==> config.mk <==
export PLATFORM = sky130hd
export DESIGN_NAME = i2c_master_bit_sequencer_top_flat
export DESIGN_NICKNAME = d
export VERILOG_FILES = /design/src/sv/i2cms_pkg.sv /design/src/sv/i2cms_if.sv /design/src/sv/i2cms_step.sv /design/src/sv/i2c_master_bit_sequencer_top.sv /design/src/flat_wrapper.sv
export SDC_FILE = /design/constraint.sdc
export NUM_CORES = 1
export LEC_CHECK = 0
export ABC_CLOCK_PERIOD_IN_PS = 10700
export BUFFER_PORTS_ARGS = -buffer_cell sky130_fd_sc_hd__clkbuf_2
export CAP_MARGIN = 25
export CORE_ASPECT_RATIO = 1.1
export CORE_UTILIZATION = 45
export CTS_BUF_LIST = sky130_fd_sc_hd__clkbuf_8
export DETAILED_ROUTE_END_ITERATION = 6
export PLACE_DENSITY = 0.69
export SLEW_MARGIN = 40
export SYNTH_ARGS = -nofsm -noshare
export SYNTH_HDL_FRONTEND = slang
export SYNTH_SLANG_ARGS = --single-unit
==> constraint.sdc <==
create_clock -name clk -period 10.7 [get_ports clk]
set_clock_uncertainty 0.2 [all_clocks]
set_input_delay 0.535 -clock clk [delete_from_list [all_inputs] [get_ports clk]]
set_output_delay 0.535 -clock clk [all_outputs]
set_load 0.02 [all_outputs]
==> src/sv/i2cms_pkg.sv <==
// ----------------------------------------------------------------------------
// i2cms_pkg
// Shared types, codes and action tables for the I2C master bit sequencer.
// ----------------------------------------------------------------------------
`default_nettype none

package i2cms_pkg;

  localparam int BYTE_W    = 8;
  localparam int BIT_IDX_W = $clog2(BYTE_W);
  localparam int PHASE_W   = 10;
  localparam int STEP_W    = 4;
  localparam int OP_W      = 3;

  localparam logic [BIT_IDX_W-1:0] LAST_BIT    = BIT_IDX_W'(BYTE_W - 1);
  localparam logic [PHASE_W-1:0]   PHASE_RESET = PHASE_W'(10);

  // sequence step codes: 0..3 index the next action
  localparam logic [STEP_W-1:0] ST_FIRST = 4'd0;
  localparam logic [STEP_W-1:0] ST_FINAL = 4'd14;
  localparam logic [STEP_W-1:0] ST_IDLE  = 4'd15;

  localparam logic [OP_W-1:0] OP_START = 3'd0;
  localparam logic [OP_W-1:0] OP_STOP  = 3'd1;
  localparam logic [OP_W-1:0] OP_WRITE = 3'd2;
  localparam logic [OP_W-1:0] OP_READ  = 3'd3;
  localparam logic [OP_W-1:0] OP_SACK  = 3'd4;
  localparam logic [OP_W-1:0] OP_RACK  = 3'd5;

  typedef enum logic [2:0] {
    A_SDA0,
    A_SDA1,
    A_SDA_BIT,
    A_SDA_ACK,
    A_SCL0,
    A_SCL1,
    A_READ_BIT,
    A_READ_ACK
  } act_t;

  typedef struct packed {
    logic [STEP_W-1:0]    seq_step;
    logic [OP_W-1:0]      current_op;
    logic [BIT_IDX_W-1:0] bit_index;
    logic [BYTE_W-1:0]    shift_out;
    logic [BYTE_W-1:0]    shift_in;
    logic [PHASE_W-1:0]   phase_count;
    logic                 scl_level;
    logic                 sda_level;
    logic                 ack_seen;
  } seq_state_t;

  typedef struct packed {
    logic              cmd_valid;
    logic [OP_W-1:0]   opcode;
    logic [BYTE_W-1:0] tx_byte;
    logic              tx_ack;
    logic              sda_in;
  } cmd_t;

  // line action for a given command and step
  function automatic act_t action_at(input logic [OP_W-1:0] op, input logic [1:0] step);
    act_t a;
    a = A_SDA1;
    case (op)
      OP_STOP: begin
        case (step)
          2'd0:    a = A_SDA0;
          2'd1:    a = A_SCL1;
          default: a = A_SDA1;
        endcase
      end
      OP_WRITE: begin
        case (step)
          2'd0:    a = A_SDA_BIT;
          2'd1:    a = A_SCL1;
          default: a = A_SCL0;
        endcase
      end
      OP_READ: begin
        case (step)
          2'd0:    a = A_SDA1;
          2'd1:    a = A_SCL1;
          2'd2:    a = A_READ_BIT;
          default: a = A_SCL0;
        endcase
      end
      OP_SACK: begin
        case (step)
          2'd0:    a = A_SDA_ACK;
          2'd1:    a = A_SCL1;
          default: a = A_SCL0;
        endcase
      end
      OP_RACK: begin
        case (step)
          2'd0:    a = A_SDA1;
          2'd1:    a = A_SCL1;
          2'd2:    a = A_READ_ACK;
          default: a = A_SCL0;
        endcase
      end
      default: begin
        // start, also used as repeated start
        case (step)
          2'd0:    a = A_SDA1;
          2'd1:    a = A_SCL1;
          2'd2:    a = A_SDA0;
          default: a = A_SCL0;
        endcase
      end
    endcase
    return a;
  endfunction

  function automatic logic [STEP_W-1:0] prog_len(input logic [OP_W-1:0] op);
    logic [STEP_W-1:0] n;
    case (op)
      OP_STOP, OP_WRITE, OP_SACK: n = 4'd3;
      default:                    n = 4'd4;
    endcase
    return n;
  endfunction

  function automatic logic prog_loops(input logic [OP_W-1:0] op);
    return (op == OP_WRITE) || (op == OP_READ);
  endfunction

  function automatic logic [STEP_W-1:0] loop_start(input logic [OP_W-1:0] op);
    return (op == OP_READ) ? 4'd1 : ST_FIRST;
  endfunction

endpackage

`default_nettype wire

==> src/sv/i2cms_if.sv <==
// ----------------------------------------------------------------------------
// i2cms_if
// Valid/ready channels for tick transactions and result transactions.
// ----------------------------------------------------------------------------
`default_nettype none

interface i2cms_in_if;
  logic                           valid;
  logic                           ready;
  logic                           cmd_valid;
  logic [i2cms_pkg::OP_W-1:0]     opcode;
  logic [i2cms_pkg::BYTE_W-1:0]   tx_byte;
  logic                           tx_ack;
  logic                           sda_in;

  modport source (output valid, cmd_valid, opcode, tx_byte, tx_ack, sda_in, input ready);
  modport sink   (input valid, cmd_valid, opcode, tx_byte, tx_ack, sda_in, output ready);
endinterface

interface i2cms_out_if;
  logic                           valid;
  logic                           ready;
  logic                           scl_out;
  logic                           sda_out;
  logic                           busy_res;
  logic                           done_res;
  logic [i2cms_pkg::BYTE_W-1:0]   rx_byte;
  logic                           rx_ack;

  modport source (output valid, scl_out, sda_out, busy_res, done_res, rx_byte, rx_ack,
                  input ready);
  modport sink   (input valid, scl_out, sda_out, busy_res, done_res, rx_byte, rx_ack,
                  output ready);
endinterface

`default_nettype wire

==> src/sv/i2cms_step.sv <==
// ----------------------------------------------------------------------------
// i2cms_step
// Next-state logic for one tick: command load, phase hold, one line action.
// ----------------------------------------------------------------------------
`default_nettype none

module i2cms_step (
  input  i2cms_pkg::seq_state_t                  cur,
  input  i2cms_pkg::cmd_t                        cmd,
  input  logic [i2cms_pkg::PHASE_W-1:0]          phase_ticks,
  output i2cms_pkg::seq_state_t                  nxt,
  output logic                                   done
);

  always_comb begin
    logic                                run;
    i2cms_pkg::act_t                     act;
    logic [i2cms_pkg::STEP_W-1:0]        step_inc;
    logic [i2cms_pkg::BIT_IDX_W-1:0]     bit_sel;

    nxt      = cur;
    run      = 1'b0;
    done     = 1'b0;
    act      = i2cms_pkg::A_SDA1;
    step_inc = '0;
    bit_sel  = '0;

    if (cur.seq_step == i2cms_pkg::ST_IDLE) begin
      // commands are taken only while idle; unknown opcodes are dropped
      if (cmd.cmd_valid && (cmd.opcode <= i2cms_pkg::OP_RACK)) begin
        nxt.current_op  = cmd.opcode;
        nxt.seq_step    = i2cms_pkg::ST_FIRST;
        nxt.bit_index   = '0;
        nxt.phase_count = '0;
        nxt.shift_out   = (cmd.opcode == i2cms_pkg::OP_SACK) ?
                          {{(i2cms_pkg::BYTE_W-1){1'b0}}, cmd.tx_ack} : cmd.tx_byte;
        if (cmd.opcode == i2cms_pkg::OP_READ) begin
          nxt.shift_in = '0;
        end
        run = 1'b1;
      end
    end else if (cur.phase_count != '0) begin
      nxt.phase_count = cur.phase_count - 1'b1;
    end else begin
      run = (cur.seq_step < i2cms_pkg::ST_FINAL);
    end

    if (run) begin
      act     = i2cms_pkg::action_at(nxt.current_op, nxt.seq_step[1:0]);
      bit_sel = i2cms_pkg::LAST_BIT - nxt.bit_index;
      case (act)
        i2cms_pkg::A_SDA0:     nxt.sda_level = 1'b0;
        i2cms_pkg::A_SDA1:     nxt.sda_level = 1'b1;
        i2cms_pkg::A_SDA_BIT:  nxt.sda_level = nxt.shift_out[bit_sel];
        i2cms_pkg::A_SDA_ACK:  nxt.sda_level = nxt.shift_out[0];
        i2cms_pkg::A_SCL0:     nxt.scl_level = 1'b0;
        i2cms_pkg::A_SCL1:     nxt.scl_level = 1'b1;
        i2cms_pkg::A_READ_BIT: begin
          if (cmd.sda_in) begin
            nxt.shift_in[bit_sel] = 1'b1;
          end
        end
        default:               nxt.ack_seen = cmd.sda_in;
      endcase

      // a zero hold count behaves as one tick
      nxt.phase_count = (phase_ticks == '0) ? '0 : phase_ticks - 1'b1;

      step_inc = nxt.seq_step + 1'b1;
      if (step_inc >= i2cms_pkg::prog_len(nxt.current_op)) begin
        if (i2cms_pkg::prog_loops(nxt.current_op) && (nxt.bit_index < i2cms_pkg::LAST_BIT)) begin
          nxt.bit_index = nxt.bit_index + 1'b1;
          nxt.seq_step  = i2cms_pkg::loop_start(nxt.current_op);
        end else begin
          nxt.seq_step = i2cms_pkg::ST_FINAL;
        end
      end else begin
        nxt.seq_step = step_inc;
      end
    end

    if ((nxt.seq_step == i2cms_pkg::ST_FINAL) && (nxt.phase_count == '0)) begin
      nxt.seq_step = i2cms_pkg::ST_IDLE;
      done         = 1'b1;
    end
  end

endmodule

`default_nettype wire

==> src/sv/i2c_master_bit_sequencer_top.sv <==
// ----------------------------------------------------------------------------
// i2c_master_bit_sequencer_top
// Open-drain I2C master bit sequencer, one timing tick per transaction.
// ----------------------------------------------------------------------------
// Each input transaction is one timing tick: it carries the sampled SDA level
// and, optionally, a command (start/repeated start, stop, write byte, read
// byte, send ack, receive ack). The block takes one tick per clock cycle and
// returns one result transaction per tick, in the cycle after acceptance, from
// the state register; a new tick is accepted whenever the result register is
// empty or being drained in the same cycle. A command of n line actions takes
// n*phase_ticks ticks (n when phase_ticks is 0) and raises done_res on its
// last tick; commands that arrive while busy (including on the done tick) are
// ignored. phase_ticks is written via cfg_wr_en/cfg_wr_data and resets to 10.
`default_nettype none

module i2c_master_bit_sequencer_top (
  input  logic                              clk,
  input  logic                              rst_n,
  i2cms_in_if.sink                          in_ch,
  i2cms_out_if.source                       out_ch,
  input  logic                              cfg_wr_en,
  input  logic [i2cms_pkg::PHASE_W-1:0]     cfg_wr_data
);

  i2cms_pkg::seq_state_t            state_r;
  i2cms_pkg::seq_state_t            state_nxt;
  i2cms_pkg::cmd_t                  cmd;
  logic                             done_r;
  logic                             done_nxt;
  logic                             out_valid_r;
  logic [i2cms_pkg::PHASE_W-1:0]    phase_ticks_r;
  logic                             in_fire;

  assign in_ch.ready = !out_valid_r || out_ch.ready;
  assign in_fire     = in_ch.valid && in_ch.ready;

  assign cmd.cmd_valid = in_ch.cmd_valid;
  assign cmd.opcode    = in_ch.opcode;
  assign cmd.tx_byte   = in_ch.tx_byte;
  assign cmd.tx_ack    = in_ch.tx_ack;
  assign cmd.sda_in    = in_ch.sda_in;

  i2cms_step u_step (
    .cur         (state_r),
    .cmd         (cmd),
    .phase_ticks (phase_ticks_r),
    .nxt         (state_nxt),
    .done        (done_nxt)
  );

  always_ff @(posedge clk) begin
    if (!rst_n) begin
      phase_ticks_r <= i2cms_pkg::PHASE_RESET;
    end else if (cfg_wr_en) begin
      phase_ticks_r <= cfg_wr_data;
    end
  end

  // state doubles as the result register: it only moves on an accepted tick
  always_ff @(posedge clk) begin
    if (!rst_n) begin
      state_r.seq_step    <= i2cms_pkg::ST_IDLE;
      state_r.current_op  <= '0;
      state_r.bit_index   <= '0;
      state_r.shift_out   <= '0;
      state_r.shift_in    <= '0;
      state_r.phase_count <= '0;
      state_r.scl_level   <= 1'b1;
      state_r.sda_level   <= 1'b1;
      state_r.ack_seen    <= 1'b1;
      done_r              <= 1'b0;
      out_valid_r         <= 1'b0;
    end else begin
      if (in_fire) begin
        state_r <= state_nxt;
        done_r  <= done_nxt;
      end
      if (in_fire) begin
        out_valid_r <= 1'b1;
      end else if (out_ch.ready) begin
        out_valid_r <= 1'b0;
      end
    end
  end

  assign out_ch.valid    = out_valid_r;
  assign out_ch.scl_out  = state_r.scl_level;
  assign out_ch.sda_out  = state_r.sda_level;
  assign out_ch.busy_res = (state_r.seq_step != i2cms_pkg::ST_IDLE);
  assign out_ch.done_res = done_r;
  assign out_ch.rx_byte  = state_r.shift_in;
  assign out_ch.rx_ack   = state_r.ack_seen;

endmodule

`default_nettype wire

==> src/flat_wrapper.sv <==
// flat-port wrapper written by rule: the top's interface ports become plain ports
module i2c_master_bit_sequencer_top_flat 
  (clk, rst_n, cfg_wr_en, cfg_wr_data, in_ch_valid, in_ch_cmd_valid, in_ch_opcode, in_ch_tx_byte, in_ch_tx_ack, in_ch_sda_in, in_ch_ready, out_ch_valid, out_ch_scl_out, out_ch_sda_out, out_ch_busy_res, out_ch_done_res, out_ch_rx_byte, out_ch_rx_ack, out_ch_ready);
  i2cms_in_if in_ch_i ();
  i2cms_out_if out_ch_i ();
  input  logic clk;
  input  logic rst_n;
  input  logic cfg_wr_en;
  input  logic [i2cms_pkg::PHASE_W-1:0] cfg_wr_data;
  input wire logic [$bits(in_ch_i.valid)-1:0] in_ch_valid;
  input wire logic [$bits(in_ch_i.cmd_valid)-1:0] in_ch_cmd_valid;
  input wire logic [$bits(in_ch_i.opcode)-1:0] in_ch_opcode;
  input wire logic [$bits(in_ch_i.tx_byte)-1:0] in_ch_tx_byte;
  input wire logic [$bits(in_ch_i.tx_ack)-1:0] in_ch_tx_ack;
  input wire logic [$bits(in_ch_i.sda_in)-1:0] in_ch_sda_in;
  output wire logic [$bits(in_ch_i.ready)-1:0] in_ch_ready;
  output wire logic [$bits(out_ch_i.valid)-1:0] out_ch_valid;
  output wire logic [$bits(out_ch_i.scl_out)-1:0] out_ch_scl_out;
  output wire logic [$bits(out_ch_i.sda_out)-1:0] out_ch_sda_out;
  output wire logic [$bits(out_ch_i.busy_res)-1:0] out_ch_busy_res;
  output wire logic [$bits(out_ch_i.done_res)-1:0] out_ch_done_res;
  output wire logic [$bits(out_ch_i.rx_byte)-1:0] out_ch_rx_byte;
  output wire logic [$bits(out_ch_i.rx_ack)-1:0] out_ch_rx_ack;
  input wire logic [$bits(out_ch_i.ready)-1:0] out_ch_ready;
  assign in_ch_i.valid = in_ch_valid;
  assign in_ch_i.cmd_valid = in_ch_cmd_valid;
  assign in_ch_i.opcode = in_ch_opcode;
  assign in_ch_i.tx_byte = in_ch_tx_byte;
  assign in_ch_i.tx_ack = in_ch_tx_ack;
  assign in_ch_i.sda_in = in_ch_sda_in;
  assign in_ch_ready = in_ch_i.ready;
  assign out_ch_valid = out_ch_i.valid;
  assign out_ch_scl_out = out_ch_i.scl_out;
  assign out_ch_sda_out = out_ch_i.sda_out;
  assign out_ch_busy_res = out_ch_i.busy_res;
  assign out_ch_done_res = out_ch_i.done_res;
  assign out_ch_rx_byte = out_ch_i.rx_byte;
  assign out_ch_rx_ack = out_ch_i.rx_ack;
  assign out_ch_i.ready = out_ch_ready;
  i2c_master_bit_sequencer_top u_core (.clk(clk), .rst_n(rst_n), .in_ch(in_ch_i), .out_ch(out_ch_i), .cfg_wr_en(cfg_wr_en), .cfg_wr_data(cfg_wr_data));
endmodule
======== Yosys cells after proc, flatten, opt, wreduce, memory -nomap -nowiden ========
Cells that the tools add are included.
operators by class
  eq/ne operators ......................... 18
  reductions and logical operators ........ 21
  multiplexer cells ....................... 41
  order comparisons ....................... 6
  bitwise gates (word level) .............. 2
  add/subtract/negate cells ............... 5
operators with widths
  operator               number
  $mux 36                1
  $mux 8                 4
  $mux 10                3
  $pmux 3 s3             3
  $mux 26                1
  $mux 21                1
  $logic_not 10->1       2
  $mux 4                 5
  $sub 10x1->10 const B  2
  $eq 3x3->1 const B     6
  $pmux 3 s2             3
  $eq 3x2->1 const B     5
  $mux 3                 5
  $pmux 3 s5             1
  $mux 1                 10
  $reduce_bool 10->1     1
  $reduce_and 3->1       3
  $eq 4x4->1 const B     2
  $or 8x8->8             1
  $reduce_or 7->1        1
  $eq 3x1->1 const B     2
  $logic_and 1x1->1      5
  $add 4x1->4 const B    1
  $ge 4x4->1             1
  22 further kinds       24
storage, ports and cells
  register bits after elaboration ......... 51
  input bits .............................. 29

======== Longest topological paths before layout ========
  word-level depth ........................ 16
  mapped depth ............................ 18

======== Cells and area by module ========
A second synthesis with hierarchy kept.
unflattened totals
  cells, all modules ...................... 532
  area total of the unflattened synthesis .. 4155.2 µm²
modules (own cells, without submodules)
  module                        times used  area each (µm²)  cells each
  i2c_master_bit_sequencer_top  1           2083.2           221
  i2cms_step                    1           2072.0           311

======== Least setup slack after synthesis ========
No wires, ideal clock.
  kind .................................... input to register
  start point ............................. input in_ch_opcode[2]
  end point ............................... register u_core.state_r[35] (netlist name)
  stages on the path ...................... 16
  setup time .............................. 0.079 ns
  data arrival time ....................... 3.918 ns
  data required time ...................... 10.421 ns
  setup slack ............................. 6.504 ns
  path buffers ............................ 3
  path through ............................ buf_2 -> and2_1 -> buf_2 -> nor3_4 -> buf_4 -> mux2i_1 -> xnor2_1 -> a21o_1 -> ha_1 -> a21oi_1 -> o21ai_0 -> or3_1 -> a211oi_1 -> o21ai_1 -> or4_4 -> a32oi_2
on the way
  word-level cells in the longest chain between the ends .. 14
  elaborated cells on any way between the ends .. 28
  those cells by class .................... add/sub (1); order compare (3); eq/ne (5); mux (13); reduce/logical (6)
ends and longest elaborated chain
  what                                      line                                RTL
  from (decl)                               flat_wrapper.sv:12                  input wire logic [$bits(in_ch_i.opcode)-1:0] in_ch_opcode;
  $le 3x3->1                                i2cms_step.sv:30                    if (cmd.cmd_valid && (cmd.opcode <= i2cms_pkg::OP_RACK)) begin
  $logic_and 1x1->1                         i2cms_step.sv:30
  $mux 36                                   i2cms_step.sv:30
  $mux 26                                   i2cms_step.sv:28                    if (cur.seq_step == i2cms_pkg::ST_IDLE) begin
  $eq 3x2->1, or another cell as far along  i2cms_pkg.sv:118, i2cms_pkg.sv:126
  $reduce_or 3->1                           i2cms_pkg.sv:118                    case (op)
  $mux 3                                    i2cms_pkg.sv:118
  $mux 4                                    i2cms_step.sv:48                    if (run) begin
  $ge 4x4->1                                i2cms_step.sv:70                    if (step_inc >= i2cms_pkg::prog_len(nxt.current_op)) begin
  $mux 4                                    i2cms_step.sv:70
  $mux 4                                    i2cms_step.sv:48
  $eq 4x4->1                                i2cms_step.sv:82                    if ((nxt.seq_step == i2cms_pkg::ST_FINAL) && (nxt.phase_count == '0)) begin
  $logic_and 1x1->1                         i2cms_step.sv:82
  $mux 4 (*)                                i2cms_step.sv:82
  to (signal assigned)                      i2c_master_bit_sequencer_top.sv:75  state_r <= state_nxt;
  to (decl)                                 i2c_master_bit_sequencer_top.sv:25  i2cms_pkg::seq_state_t state_r;
Every way passes the cells marked *; elsewhere a longest branch is shown, timed or not. The select of a mux whose other input is x is not followed.
A chain may end at the register's enable or synchronous reset.

======== Final worst setup path ========
  start point ............................. register u_core.state_r[35] (netlist name)
  end point ............................... register u_core.state_r[35] (netlist name)
on the way
  word-level cells in the longest chain between the ends .. 12
  elaborated cells on any way between the ends .. 28
  those cells by class .................... add/sub (1); order compare (3); eq/ne (6); mux (13); reduce/logical (5)
ends and longest elaborated chain
  what                                      line
  $eq 4x4->1                                i2cms_step.sv:28
  $mux 26                                   i2cms_step.sv:28
  $eq 3x2->1, or another cell as far along  i2cms_pkg.sv:118, i2cms_pkg.sv:126
  $reduce_or 3->1                           i2cms_pkg.sv:118
  $mux 3                                    i2cms_pkg.sv:118
  $mux 4                                    i2cms_step.sv:48
  $ge 4x4->1                                i2cms_step.sv:70
  $mux 4                                    i2cms_step.sv:70
  $mux 4                                    i2cms_step.sv:48
  $eq 4x4->1                                i2cms_step.sv:82
  $logic_and 1x1->1                         i2cms_step.sv:82
  $mux 4 (*)                                i2cms_step.sv:82
Marked as above.

==> summary.md <==
For the net count reported at finish, the log shows 497. Of the cells placed in the final design, the portion with a size suffix greater than 1 is 15.8%. Final routed wire length divided by cell count: 15.7 um.

The final non-filler cell total was 562; the area added between synthesis and finish was 8.63%. The finished cells cover 3880 um^2. In this run the tightest slew margin relative to its limit is 49.2%. The first global-routing pass estimated 14200 um of wire.

The number of clock buffers added by TritonCTS is 5. The die span in x came out at 86.9 um. The run gives 74 as the count of different cell masters after synthesis. The run gives 0 as the number of slew-limit violations in the final report.

The total length of routed wires is 8820 um, and the number of fill cells in the layout is 746. The worst setup path is launched from a flip-flop. Data on the critical path is required at its endpoint by 10.75 ns.

Adding up every negative setup slack in the final design gives 0 ns. The endpoint of the worst setup timing path was u_core.state_r[35]. The endpoint of the worst-slack reg-to-reg timing path was u_core.state_r[35]. Once detail routing completed, the nets flagged for antenna violations numbered 0. In this run, post-CTS repair resized a total of 0 instances.

The start point of the critical path is u_core.state_r[35]. Yosys printed 0 warnings. The run gives 0 as the setup violation total in the final timing report. The number of max-cap violations came out at 0.

After layout, the worst setup slack is 5.83 ns. After synthesis, the mean cell area works out to 8.11 um^2. For the worst-skew pair later-pin latency, the log shows 0.32 ns. The number of nets handed over by synthesis was 481.

The flow ran to the end, and the final reports show no timing, DRC or antenna violations. After detailed routing, the number of remaining DRC violations is 0. The cell area power density came out at 145 nW/um^2. Setup repair after global routing left no endpoint under its margin. The number of hold-repair buffers added at the cts stage came out at 0. After synthesis, the cell types taking the most area are sky130_fd_sc_hd__dfxtp_1, sky130_fd_sc_hd__nand2_1, sky130_fd_sc_hd__mux2i_1.

Summing all flip-flop and latch instances after layout gives 1020 um^2. In this run the standard cell core region covers 7560 um^2. Leading area contributor after synthesis: sky130_fd_sc_hd__dfxtp_1.

The buffer levels on the longest clock path was 2. OpenSTA, run right after detailed placement, puts the worst setup slack at 5.81 ns. At the pin with the least slew margin, the transition time is 0.762 ns. The run gives 3740 um^2 as the placed instance area.

The number of detailed-route iterations in the first pass was 5; the synthesized area was 3570 um^2. The number of core rows came out at 33. In the final layout, the multi-input gates occupy 2290 um^2. The final clock period utilization by the worst path works out to 45.5%.

The estimated wirelength of the detail-placed design was 6360 um; the number of cell instances on the worst register-to-register path was 15. The final cell utilization of the core was 51.3%; the number of DRC violations after detailed-routing iteration 0 was 362. The congestion estimate from routability-driven global placement came to 0.943. In this run the count of I/O pins placed on the die edge is 44.

The most used flip-flop cell after synthesis was sky130_fd_sc_hd__dfxtp_1. The setup check on the worst reg-to-reg path leaves a slack of 5.83 ns. For the leakage power total, the log shows 1.62 nW. The startpoint of the most critical register-to-register path is u_core.state_r[35]. Input and output buffers added on the ports amount to 43. Hold is met by 0.250 ns. The global routing usage summed across all routing layers was 21.8%; the die extent in y was 95.4 um.

Entering global routing, the biggest net connects 48 pins. The number of placed instances, taps included, is 553. For the finished layout, the period the worst path requires is 4.87 ns.

Sequential share of the synthesized area: 28.6%. The worst setup path is captured at a flip-flop. In the synthesized netlist the async set-or-reset flop fraction comes to 0%.

The tools report the number of hold violations in the final report as 0. The run gives 561 uW as the overall power of the completed layout. The initial utilization of the core area, before any placement, comes to 47.2%. The instance count of the mapped netlist came out at 440. The run gives 4.92 ns as the arrival time at the worst endpoint. After clock tree synthesis, the clock-pin slew on the worst setup and hold paths is 0.11 ns. The share of synthesized area in the top cell type comes to 28.6%. The tightest min-delay check is of the in2reg type.

For this run, the top clock speed supported by timing is 0.205 GHz. Dividing the detail-routed via count by the number of cells gives 5.95. The total inserted antenna cells was 0; the H-tree depth reported by CTS was 2. The vias after detailed routing came out at 3345.

The worst setup path is of the reg2reg kind. TritonCTS built the clock tree. The total setup buffers inserted after CTS was 0. The cell sitting at the root of the clock tree is a sky130_fd_sc_hd__clkbuf_8. IR analysis of the VDD net gives a maximum drop of 64.7 uV. Global routing finished with a remaining overflow of 0.

Counting flops and latches in the post-synthesis netlist gives 51. The initial antenna violation count was 0. The number of synthesized flops with an enable pin is 0. The die covers 8290 um^2. The logs give 2963 for the number of global-route vias before repair and 51 for the clock sink total.

The biggest fanout along the worst timing path works out to 17.
-- state kept, by name, indices dropped and copies added, names as in the netlist --
| register | count |
|---|---|
| u_core.out_ch.sda_out | 1 |
| u_core.out_ch.done_res | 1 |
| u_core.phase_ticks_r | 10 |
| u_core.out_ch.scl_out | 1 |
| u_core.out_ch.rx_ack | 1 |
| u_core.out_ch.rx_byte | 8 |
| u_core.state_r | 28 |
| u_core.out_ch.valid | 1 |
-- cell type report --
| type | count | area share, % |
|---|---|---|
| Multi-Input combinational cell | 332 | 59.1 |
| Sequential cell | 51 | 26.3 |
| Timing Repair Buffer | 45 | 6.10 |
| Tap cell | 105 | 3.39 |
| Clock buffer | 6 | 2.13 |
| Inverter | 21 | 2.03 |
| Clock inverter | 2 | 0.904 |
-- cells by family after synthesis --
family / count (synthesis) / share of synthesized area, %
xor+xnor: 10 / 2.45
buf+inv: 57 / 7.26
compound gates: 114 / 23.8
flops: 51 / 28.6
fa+ha+maj: 12 / 4.21
mux: 21 / 6.28
simple gates: 175 / 27.4
-- Yosys cell counts, drive strengths merged, types with 7 or more instances --
cell	count
nor2	21
nor2b	15
o211a	7
nor3	16
a21boi	11
xnor2	7
nor4	9
mux2i	19
clkbuf	17
inv	20
a211oi	7
dfxtp	51
ha	12
buf	19
or3	7
o21ai	27
a21oi	9
nand3	13
nand2	54
-- layer usage --
layer,wire (um),global-route usage (%),part of all wire (%)
met1,4050,29.4,46
met2,4150,34.4,47
met3,453,4.16,5.1
met4,156,8.06,1.8
met5,0,0,0
-- cell usage in the layout (no fill, tap or decap), drive strengths merged, types with 3 or more instances in the layout --
master  synthesis  layout
nor2b          15      15
nand2          54      54
nor3b           3       3
a32oi           3       3
and3            3       3
inv            20      20
xnor2           7       7
nor4b           4       4
dfxtp          51      51
nor2           21      21
and2            6       6
a211oi          7       7
or4             3       3
a21oi           9       9
a221oi          3       3
o211a           7       7
nand4           5       5
nand3          13      13
ha             12      12
o31ai           6       6
o41ai           5       5
nand4b          3       3
xor2            3       3
or3             7       7
a21o            3       3
a31oi           5       5
nor4            9       9
nor3           16      16
clkbuf         17      49
o211ai          6       6
mux2i          19      19
a21boi         11      11
nand2b          5       5
o21ai          27      27
-- power by group --
part / internal [mW] / leakage [nW] / switching (mW)
Combinational: 0.0770 / 1.14 / 0.119
Clock: 0.0758 / 0.0612 / 0.0693
Sequential: 0.201 / 0.417 / 0.0180
-- critical path, cell delays in order, from the launching register on --
cell                       delay [ns]
sky130_fd_sc_hd__dfxtp_1         0.52
sky130_fd_sc_hd__ha_1            0.29
sky130_fd_sc_hd__nand2_1         0.22
sky130_fd_sc_hd__nor3_4          0.35
sky130_fd_sc_hd__clkbuf_8        0.27
sky130_fd_sc_hd__mux2i_1         0.39
sky130_fd_sc_hd__xnor2_1         0.13
sky130_fd_sc_hd__a21o_1          0.23
sky130_fd_sc_hd__ha_1            0.29
sky130_fd_sc_hd__a21oi_1         0.13
sky130_fd_sc_hd__o21ai_0         0.23
sky130_fd_sc_hd__or3_1           0.45
sky130_fd_sc_hd__a211oi_1        0.30
sky130_fd_sc_hd__o21ai_1         0.11
sky130_fd_sc_hd__or4_4           0.50
sky130_fd_sc_hd__a32oi_2         0.17
-- how the worst min path moves through the flow --
stage | startpoint | to | slack [ns] | cells past startpoint
after detailed placement | u_core.out_ch.rx_byte[4] | u_core.out_ch.rx_byte[4] | 0.24 | 2
after global placement | u_core.out_ch.rx_byte[1] | u_core.out_ch.rx_byte[1] | 0.24 | 2
after floorplan | u_core.out_ch.rx_byte[2] | u_core.out_ch.rx_byte[2] | 0.22 | 2
after CTS | cfg_wr_data[3] | u_core.phase_ticks_r[3] | 0.24 | 3
after global routing | cfg_wr_data[3] | u_core.phase_ticks_r[3] | 0.26 | 3
final | cfg_wr_data[3] | u_core.phase_ticks_r[3] | 0.25 | 3
Power figures use the tool's default switching activity.
